--- config.mk ---
export PLATFORM = sky130hd
export DESIGN_NAME = pe_base_relocation_fixup
export DESIGN_NICKNAME = d
export VERILOG_FILES = /design/src/sv/pebr_pkg.sv /design/src/sv/pe_base_relocation_fixup.sv /design/src/sv/pebr_walker.sv
export SDC_FILE = /design/constraint.sdc
export NUM_CORES = 1
export LEC_CHECK = 0
export ABC_AREA = 1
export BUFFER_PORTS_ARGS = -buffer_cell sky130_fd_sc_hd__buf_2
export CAP_MARGIN = 25
export CORE_ASPECT_RATIO = 1.4
export CORE_MARGIN = 2
export CORE_UTILIZATION = 50
export CTS_BUF_LIST = sky130_fd_sc_hd__clkbuf_4 sky130_fd_sc_hd__clkbuf_8
export DETAILED_ROUTE_END_ITERATION = 10
export GPL_ROUTABILITY_DRIVEN = 1
export PLACE_DENSITY = 0.72
export SLEW_MARGIN = 0
export SYNTH_ARGS = -nofsm -noshare
export SYNTH_HDL_FRONTEND = slang
export SYNTH_HIERARCHICAL = 1
export SYNTH_SLANG_ARGS = --single-unit
--- constraint.sdc ---
create_clock -name clk -period 10.4 [get_ports clk]
set_clock_uncertainty 0.15 [all_clocks]
set_input_delay 2.08 -clock clk [delete_from_list [all_inputs] [get_ports clk]]
set_output_delay 2.08 -clock clk [all_outputs]
set_load 0.02 [all_outputs]
--- src/sv/pebr_pkg.sv ---
// Shared types, codes and helpers for the PE base relocation fix-up block.
package pebr_pkg;

	typedef enum logic [1:0] {
		ST_FIX       = 2'd0,
		ST_DONE      = 2'd1,
		ST_UNKNOWN   = 2'd2,
		ST_UNALIGNED = 2'd3
	} status_t;

	typedef enum logic [1:0] {
		KIND_ADD16 = 2'd0,
		KIND_ADD32 = 2'd1,
		KIND_ADD64 = 2'd2,
		KIND_HI20  = 2'd3
	} kind_t;

	typedef enum logic [2:0] {
		PH_PAGE_LO = 3'd0,
		PH_PAGE_HI = 3'd1,
		PH_SIZE_LO = 3'd2,
		PH_SIZE_HI = 3'd3,
		PH_ENTRY   = 3'd4
	} phase_t;

	localparam logic [1:0] CFG_LOAD_DELTA   = 2'd0;
	localparam logic [1:0] CFG_TABLE_BYTES  = 2'd1;
	localparam logic [1:0] CFG_RISCV_ENABLE = 2'd2;

	localparam logic [3:0] TY_ABSOLUTE = 4'd0;
	localparam logic [3:0] TY_HIGH     = 4'd1;
	localparam logic [3:0] TY_LOW      = 4'd2;
	localparam logic [3:0] TY_HIGHLOW  = 4'd3;
	localparam logic [3:0] TY_HI20     = 4'd5;
	localparam logic [3:0] TY_LOW12I   = 4'd7;
	localparam logic [3:0] TY_LOW12S   = 4'd8;
	localparam logic [3:0] TY_DIR64    = 4'd10;

	localparam logic [31:0] HEADER_BYTES = 32'd8;
	localparam logic [11:0] LOW12_MASK   = 12'hfff;

	typedef struct packed {
		logic        valid;
		status_t     status;
		kind_t       kind;
		logic [31:0] offset;
		logic [63:0] addend;
		logic        last;
	} result_t;

	function automatic result_t mk_result(input status_t st, input kind_t kd,
		input logic [31:0] off, input logic [63:0] add, input logic lst);
		result_t r;
		r.valid  = 1'b1;
		r.status = st;
		r.kind   = kd;
		r.offset = off;
		r.addend = add;
		r.last   = lst;
		return r;
	endfunction

endpackage

--- src/sv/pe_base_relocation_fixup.sv ---
// Top level: PE base relocation table walker that issues fix-up commands.
// One table word is taken per clock cycle, sustained, as long as results are
// consumed; a word reaches the walker through an input register and its
// fix-up, done or error result is loaded into the output register when the
// walker steps that word. The rate is set by the walker's combinational
// header and entry decode. Configure load_delta and riscv_types_enable, then
// write table_bytes to start a run; the run's final result carries last,
// after which words are taken and dropped until table_bytes is written again.
module pe_base_relocation_fixup (
	input  logic        clk,
	input  logic        arst_n,
	input  logic        in_valid,
	output logic        in_ready,
	input  logic [15:0] table_word,
	output logic        out_valid,
	input  logic        out_ready,
	output logic [1:0]  status,
	output logic [1:0]  fix_kind,
	output logic [31:0] target_offset,
	output logic [63:0] addend,
	output logic        last,
	input  logic        cfg_valid,
	output logic        cfg_ready,
	input  logic [1:0]  cfg_index,
	input  logic [63:0] cfg_data
);
	import pebr_pkg::*;

	logic [63:0] load_delta_q;
	logic [31:0] table_bytes_q;
	logic        riscv_en_q;
	logic        restart;

	logic        valid_s1;
	logic [15:0] word_s1;
	logic        advance;
	logic        step;
	result_t     res;

	logic        out_valid_q;
	result_t     out_q;

	assign cfg_ready = 1'b1;
	assign restart   = cfg_valid && cfg_index == CFG_TABLE_BYTES;

	always_ff @(posedge clk or negedge arst_n) begin
		if (!arst_n) begin
			load_delta_q  <= '0;
			table_bytes_q <= '0;
			riscv_en_q    <= 1'b0;
		end else if (cfg_valid) begin
			case (cfg_index)
				CFG_LOAD_DELTA:   load_delta_q  <= cfg_data;
				CFG_TABLE_BYTES:  table_bytes_q <= cfg_data[31:0];
				CFG_RISCV_ENABLE: riscv_en_q    <= cfg_data[0];
				default:          ;
			endcase
		end
	end

	assign advance  = !out_valid_q || out_ready;
	assign in_ready = !valid_s1 || advance;
	assign step     = valid_s1 && advance;

	always_ff @(posedge clk or negedge arst_n) begin
		if (!arst_n) begin
			valid_s1 <= 1'b0;
		end else if (in_ready) begin
			valid_s1 <= in_valid;
		end
	end

	always_ff @(posedge clk) begin
		if (in_valid && in_ready) begin
			word_s1 <= table_word;
		end
	end

	pebr_walker u_walker (
		.clk         (clk),
		.arst_n      (arst_n),
		.step        (step),
		.word        (word_s1),
		.restart     (restart),
		.load_delta  (load_delta_q),
		.table_bytes (table_bytes_q),
		.riscv_en    (riscv_en_q),
		.result      (res)
	);

	always_ff @(posedge clk or negedge arst_n) begin
		if (!arst_n) begin
			out_valid_q <= 1'b0;
		end else if (advance) begin
			out_valid_q <= step && res.valid;
		end
	end

	always_ff @(posedge clk) begin
		if (advance && step && res.valid) begin
			out_q <= res;
		end
	end

	assign out_valid     = out_valid_q;
	assign status        = out_q.status;
	assign fix_kind      = out_q.kind;
	assign target_offset = out_q.offset;
	assign addend        = out_q.addend;
	assign last          = out_q.last;

endmodule

--- src/sv/pebr_walker.sv ---
// Relocation table walker: header assembly, entry decode and run-end tracking.
module pebr_walker (
	input  logic              clk,
	input  logic              arst_n,
	input  logic              step,
	input  logic [15:0]       word,
	input  logic              restart,
	input  logic [63:0]       load_delta,
	input  logic [31:0]       table_bytes,
	input  logic              riscv_en,
	output pebr_pkg::result_t result
);
	import pebr_pkg::*;

	phase_t      phase_q, phase_d;
	logic [31:0] bp_q, bp_d;
	logic [31:0] page_q, page_d;
	logic [15:0] bsl_q, bsl_d;
	logic [30:0] el_q, el_d;
	logic        ended_q, ended_d;

	phase_t      ph;
	logic [31:0] bp_inc;
	logic        room_now, room_next;
	logic [31:0] off;
	logic [3:0]  typ;
	logic [30:0] el_dec;
	logic        blk_end, ends;
	logic [31:0] size, size_m8;
	logic [30:0] el_new;
	result_t     done_r;

	always_ff @(posedge clk or negedge arst_n) begin
		if (!arst_n) begin
			phase_q <= PH_PAGE_LO;
			bp_q    <= '0;
			page_q  <= '0;
			bsl_q   <= '0;
			el_q    <= '0;
			ended_q <= 1'b0;
		end else if (restart) begin
			phase_q <= PH_PAGE_LO;
			bp_q    <= '0;
			page_q  <= '0;
			bsl_q   <= '0;
			el_q    <= '0;
			ended_q <= 1'b0;
		end else begin
			phase_q <= phase_d;
			bp_q    <= bp_d;
			page_q  <= page_d;
			bsl_q   <= bsl_d;
			el_q    <= el_d;
			ended_q <= ended_d;
		end
	end

	always_comb begin
		phase_d = phase_q;
		bp_d    = bp_q;
		page_d  = page_q;
		bsl_d   = bsl_q;
		el_d    = el_q;
		ended_d = ended_q;
		result  = '0;

		case (phase_q)
			PH_PAGE_HI, PH_SIZE_LO, PH_SIZE_HI, PH_ENTRY: ph = phase_q;
			default:                                      ph = PH_PAGE_LO;
		endcase

		bp_inc    = (bp_q > 32'hffff_fffd) ? 32'hffff_ffff : bp_q + 32'd2;
		room_now  = ({1'b0, bp_q} + {1'b0, HEADER_BYTES}) < {1'b0, table_bytes};
		room_next = ({1'b0, bp_inc} + {1'b0, HEADER_BYTES}) < {1'b0, table_bytes};
		off       = {20'd0, word[11:0] & LOW12_MASK} + page_q;
		typ       = word[15:12];
		el_dec    = el_q - 31'd1;
		blk_end   = (el_dec == '0);
		ends      = blk_end && !room_next;
		size      = {word, bsl_q};
		size_m8   = size - HEADER_BYTES;
		el_new    = (size < HEADER_BYTES) ? '0 : size_m8[31:1];
		done_r    = mk_result(ST_DONE, KIND_ADD16, '0, '0, 1'b1);

		if (step && !ended_q) begin
			if (load_delta == '0) begin
				ended_d = 1'b1;
				result  = done_r;
			end else if (ph == PH_PAGE_LO && !room_now) begin
				phase_d = PH_PAGE_LO;
				ended_d = 1'b1;
				result  = done_r;
			end else begin
				bp_d = bp_inc;
				case (ph)
					PH_PAGE_HI: begin
						page_d  = page_q | {word, 16'd0};
						phase_d = PH_SIZE_LO;
					end
					PH_SIZE_LO: begin
						bsl_d   = word;
						phase_d = PH_SIZE_HI;
					end
					PH_SIZE_HI: begin
						if (size == '0) begin
							ended_d = 1'b1;
							result  = done_r;
						end else begin
							el_d = el_new;
							if (el_new != '0) begin
								phase_d = PH_ENTRY;
							end else begin
								phase_d = PH_PAGE_LO;
								if (!room_next) begin
									ended_d = 1'b1;
									result  = done_r;
								end
							end
						end
					end
					PH_ENTRY: begin
						el_d    = el_dec;
						phase_d = blk_end ? PH_PAGE_LO : PH_ENTRY;
						case (typ)
							TY_ABSOLUTE: begin
								if (ends) begin
									ended_d = 1'b1;
									result  = done_r;
								end
							end
							TY_HIGH: begin
								ended_d = ends;
								result  = mk_result(ST_FIX, KIND_ADD16, off,
									{48'd0, load_delta[31:16]}, ends);
							end
							TY_LOW: begin
								ended_d = ends;
								result  = mk_result(ST_FIX, KIND_ADD16, off,
									{48'd0, load_delta[15:0]}, ends);
							end
							TY_HIGHLOW: begin
								ended_d = ends;
								result  = mk_result(ST_FIX, KIND_ADD32, off,
									{32'd0, load_delta[31:0]}, ends);
							end
							TY_DIR64: begin
								ended_d = ends;
								result  = mk_result(ST_FIX, KIND_ADD64, off, load_delta, ends);
							end
							TY_HI20: begin
								if (!riscv_en) begin
									ended_d = 1'b1;
									result  = mk_result(ST_UNKNOWN, KIND_ADD16, off, '0, 1'b1);
								end else begin
									ended_d = ends;
									result  = mk_result(ST_FIX, KIND_HI20, off,
										{32'd0, load_delta[31:0]}, ends);
								end
							end
							TY_LOW12I, TY_LOW12S: begin
								if (!riscv_en) begin
									ended_d = 1'b1;
									result  = mk_result(ST_UNKNOWN, KIND_ADD16, off, '0, 1'b1);
								end else if ((load_delta[11:0] & LOW12_MASK) != '0) begin
									ended_d = 1'b1;
									result  = mk_result(ST_UNALIGNED, KIND_ADD16, off, '0, 1'b1);
								end else if (ends) begin
									ended_d = 1'b1;
									result  = done_r;
								end
							end
							default: begin
								ended_d = 1'b1;
								result  = mk_result(ST_UNKNOWN, KIND_ADD16, off, '0, 1'b1);
							end
						endcase
					end
					default: begin
						page_d  = {16'd0, word};
						phase_d = PH_PAGE_HI;
					end
				endcase
			end
		end
	end

	a_ended_silent: assert property (@(posedge clk) disable iff (!arst_n)
		ended_q |-> !result.valid)
		else $error("result produced after the run ended");

	a_last_ends_run: assert property (@(posedge clk) disable iff (!arst_n)
		result.valid && result.last && !restart |=> ended_q)
		else $error("run not ended after a last result");

	a_nonfix_last: assert property (@(posedge clk) disable iff (!arst_n)
		result.valid && result.status != ST_FIX |-> result.last && result.addend == '0)
		else $error("done or error result without last or with an addend");

	a_done_clean: assert property (@(posedge clk) disable iff (!arst_n)
		result.valid && result.status == ST_DONE |-> result.offset == '0)
		else $error("done result carries a target offset");

endmodule

# Word-level counts from Yosys, hierarchy flattened
# Cells that the tools add are included.
[classes]
add_sub_neg = 6
reduce_logical = 42
mux = 56
magnitude_cmp = 4
eq_ne = 24
bitwise_logic = 2
[ops]
columns = ["cell", "count"]
rows = [
  ["$mux 102", 9],
  ["$pmux 102 s7", 1],
  ["$mux 32", 9],
  ["$pmux 102 s2", 1],
  ["$mux 31", 6],
  ["$mux 101", 1],
  ["$mux 16", 5],
  ["$add 32x4->33 const B", 2],
  ["$lt 33x32->1", 2],
  ["$logic_not 64->1", 1],
  ["$pmux 32 s2", 1],
  ["$pmux 31 s2", 1],
  ["$add 12x32->32", 1],
  ["$add 32x2->32 const B", 1],
  ["$gt 32x32->1 const B", 1],
  ["$logic_not 32->1", 1],
  ["$lt 32x4->1 const B", 1],
  ["$or 32x32->32", 1],
  ["$sub 32x4->32 const B", 1],
  ["$logic_not 31->1", 1],
  ["$reduce_bool 31->1", 1],
  ["$sub 31x1->31 const B", 1],
  ["$mux 3", 8],
  ["$eq 3x2->1 const B", 4],
  ["36 further kinds", 73],
]
[totals]
elab_cells = 152
regBits = 331
in_bits = 87
output_inout_bits = 104

# Longest topological paths before layout
[depth]
ltp_word = 15
ltp_mapped = 36
mapped_depth_nobuf = 36

# By module
# Netlist, hierarchy kept.
[modules_own_cells]
columns = ["module", "cells_per_inst", "seq_area_each_um2", "area_each_um2", "instances"]
rows = [
  ["pebr_walker", 2036, 2877.8, 12589.6, 1],
  ["pe_base_relocation_fixup", 562, 5990.7, 7584.8, 1],
]

# Least setup slack after synthesis
# OpenSTA, ideal clock, no wires.
[synth_path]
path_type = "register -> register"
from = "register u_walker.bp_q[9]"
to = "register out_q (netlist bit addend[0]), enable pin"
period_less_slack_ns = 11.296
stages_incl_launch_ff = 35
setup_slack_ns = -0.896
required_time_ns = 9.565
arrival_time_ns = 10.462
path_buffers = 0
cell_sequence = "dfrtp_1 > nand2_1 > nor2_1 > nand2_2 > nor2_4 > nand2_4 > nand2_1 > ha_1 > nand4_4 > nor2_4 > nand3_1 > nor3_1 > xor2_1 > inv_1 > ha_1 > nand2_1 > nor2_1 > nand3_1 > nor3_1 > nand2_1 > nand2_1 > nand2_1 > nand2_1 > nand2_1 > nand2_1 > nand2_1 > nand2_1 > nand2_1 > nand2_2 > nand2_2 > nand2_1 > nand2_1 > a21oi_1 > inv_1 > nor3_1"
[synth_lines]
columns = ["item", "line_no", "rtl"]
rows = [
  ["from (decl)", "pebr_walker.sv:16", "logic [31:0] bp_q, bp_d;"],
  ["from (signal assigned)", "pebr_walker.sv:50", "bp_q <= bp_d;"],
  ["to (signal assigned)", "pe_base_relocation_fixup.sv:101", "out_q <= res;"],
  ["to (decl)", "pe_base_relocation_fixup.sv:41", "result_t out_q;"],
]

==> results.ini <==
[cts]
postCtsSetupBuffers = 0
tritoncts = built
clk_pin_slew_ns = 0.06
cts.sinks = 331
cts-root-buf = clkbuf_8
cts.path.max_buffers = 3
cts_hold_buf = 0
clk_latency_ns = 0.65
cts_buffers = 54
cts_resized = 0
htreeDepth = 2

[global_route]
grt_pass1_vias = 18400
grt_max_degree = 83
grt_usage_pct = 30.5
grt_pass1_wl_um = 99900
grt_overflow_total = 0
antenna_found_initial = 3

[setup_path]
setup.worst_path.end_class = register
cp_common_cell = nand2_1
cp.required_ns = 10.52
arrival_ns = 6.64
slowest_stage = buf_4
startpoint_type = register
critical_path.max_stage_delay_ns = 0.77
critPathMaxFanout = 76
crit_type = register to register

[route]
drt_wl_total_um = 64800
remaining_drc_errors = 0
vias_per_cell = 5.54
vias = 18600
wire_per_inst_um = 19.3
drtIter0Drc = 1259
antenna_left = 0
first_pass_iters = 5

[timing]
tns_ns = 0
whs_ns = 0.321
relSlewSlack_pct = 29.2
hold_viol = 0
worst_pin_slew_ns = 1.06
setup-violations-final = 0
finalCriticalPeriod_ns = 6.53
period_share_pct = 62.8
slew_violations = 0
rsz0062_at_grt = no
max_freq_mhz = 153

[flow_run]
max_cap_viol_count = 0

[die]
row_count = 87
ios = 191
initial_utilization_pct = 50.4
die_area_um2 = 42000
die_w_um = 174
die_y_um = 242
core_um2 = 40100

[place]
hpwlAfterDp_um = 50200
placed_area_um2 = 21500
io_buffers = 189
gp_congestion = 0.962

[synthesis]
ys_ff_latch = 331
synth_cells = 2598
postSynthAreaPerCell_um2 = 7.77
synthesis.area_um2 = 20200
yosysWarnings = 6
synthFlopType = dfrtp_1
async_flop_share_pct = 64.7
synth_edf_count = 117
synth_cell_type_count = 50
syn_nets = 2766
yosysSeqAreaShare_pct = 44.0

[cells_and_area]
post_route_cells_drive_above_1_share_pct = 13.3
layout_common_cells = 653 x nand2_1, 318 x inv_1, 302 x nor2_1
layout_commonest_cell = nand2_1
multi_input_area_um2 = 9630
seqCellArea_um2 = 8870
fin_area_um2 = 22700
syn2layout_area_growth_pct = 12.5
nets = 2942
final_core_util_pct = 56.6
fillCellCount = 3866

[worst_hold_path]
hold_path.class = register to register

[power]
ir_worst_vdd_mv = 0.112
p_per_area_nw_per_um2 = 199
leakage_nw = 10.7

[status]
outcome = complete, no violations

==> layout make-up <==
class	instances	area share, %
Antenna cell	3	0.0331
Clock buffer	86	4.55
Clock inverter	14	0.562
Inverter	324	5.36
Multi-Input combinational cell	1856	42.4
Sequential cell	331	39.1
Tap cell	534	2.94
Timing Repair Buffer	207	5.04
==> synthesized netlist by cell type (4+ instances only) <==
cell / instances / share of area (%)
a21oi_1: 78 / 1.9
nor3_2: 5 / 0.25
nor4_1: 21 / 0.65
o21ai_1: 8 / 0.20
nor2_1: 302 / 5.6
o21ai_0: 115 / 2.9
nand2_1: 653 / 12
nand2_2: 13 / 0.40
edfxtp_1: 117 / 17
nor2_4: 10 / 0.56
o22ai_1: 35 / 1.1
dfrtp_1: 214 / 27
nand4_1: 83 / 2.6
xor2_1: 87 / 3.8
buf_6: 9 / 0.50
nor2_2: 14 / 0.43
ha_1: 80 / 5.0
a211oi_1: 4 / 0.15
nand3_2: 8 / 0.40
inv_2: 5 / 0.093
mux2i_1: 7 / 0.35
clkbuf_1: 38 / 0.71
inv_1: 319 / 5.9
xnor2_1: 17 / 0.74
buf_1: 5 / 0.093
buf_2: 18 / 0.45
nand3_1: 237 / 5.9
buf_4: 16 / 0.60
nor3_1: 42 / 1.0
==> registers in the layout, summed over array words and instances (netlist names), 2 cells and up <==
signal / flops
addend: 64
load_delta_q: 64
table_bytes_q: 32
target_offset: 32
u_walker/bp_q: 32
u_walker/page_q: 32
u_walker/el_q: 31
u_walker/bsl_q: 16
word_s1: 16
u_walker/phase_q: 3
fix_kind: 2
status: 2
==> cell families (layout without fill, tap and decap cells) <==
group                    Yosys count  in the layout  synth area share (%)
AO/OA/AOI/OAI                    261            261                  7.01
adder cells (fa/ha/maj)           81             81                  5.06
other                              1              4                0.0186
multiplexers                       7              7                 0.347
AND/OR/NAND/NOR                 1402           1402                  30.7
buffers and inverters            411            631                  8.40
XOR/XNOR                         104            104                  4.51
flip-flops                       331            331                  44.0
==> report_power, final <==
part	total (mW)	switching, mW	internal [mW]
clock network	1.22	0.553	0.663
registers	1.80	0.210	1.59
logic	1.50	1.01	0.481
==> final timing paths <==
check                                        startpoint                       endpoint  slack, ns  cells after the start
max in group asynchronous                        arst_n   load_delta_q[33]$_DFFE_PN0P_       7.77                      3
min reg2reg                table_bytes_q[7]$_DFFE_PN0P_   table_bytes_q[7]$_DFFE_PN0P_       0.32                      2
max                        u_walker/bp_q[3]$_DFFE_PN0P_           addend[12]$_DFFE_PP_       3.87                     36
max reg2reg                u_walker/bp_q[3]$_DFFE_PN0P_           addend[12]$_DFFE_PP_       3.87                     36
min                        table_bytes_q[7]$_DFFE_PN0P_   table_bytes_q[7]$_DFFE_PN0P_       0.32                      2
min in group asynchronous                        arst_n  u_walker/el_q[10]$_DFFE_PN0P_       1.24                      1
==> through the flow <==
stage / worst slack, ns / power (mW) / instances
detailed placement: 3.94 / 3.30 / 3249
global placement: 4.03 / 3.26 / 3248
floorplan: 2.18 / 2.86 / 2598
global route: 3.28 / 4.81 / 3355
finish: 3.87 / 4.52 / 3355
CTS: 3.92 / 4.52 / 3349
==> routing by layer <==
metal	global-route usage (%)	vias to the layer above	wire length, um
li1	-	8877	-
met1	33.1	8820	23300
met2	55.0	662	33300
met3	4.03	221	3170
met4	20.9	0	5050
met5	0	-	0
==> critical path, delay by kind of cell, from the launching register on <==
family                     cells  cell delay (ns)
adders and majority gates      2             0.54
AOI/OAI and AO/OA              1             0.23
DFF                            1             0.43
and+or+nand+nor               28             3.24
buffers and inverters          4             1.28
xor gates and xnor gates       1             0.17
No activity file was read; power rests on OpenSTA's default activity.
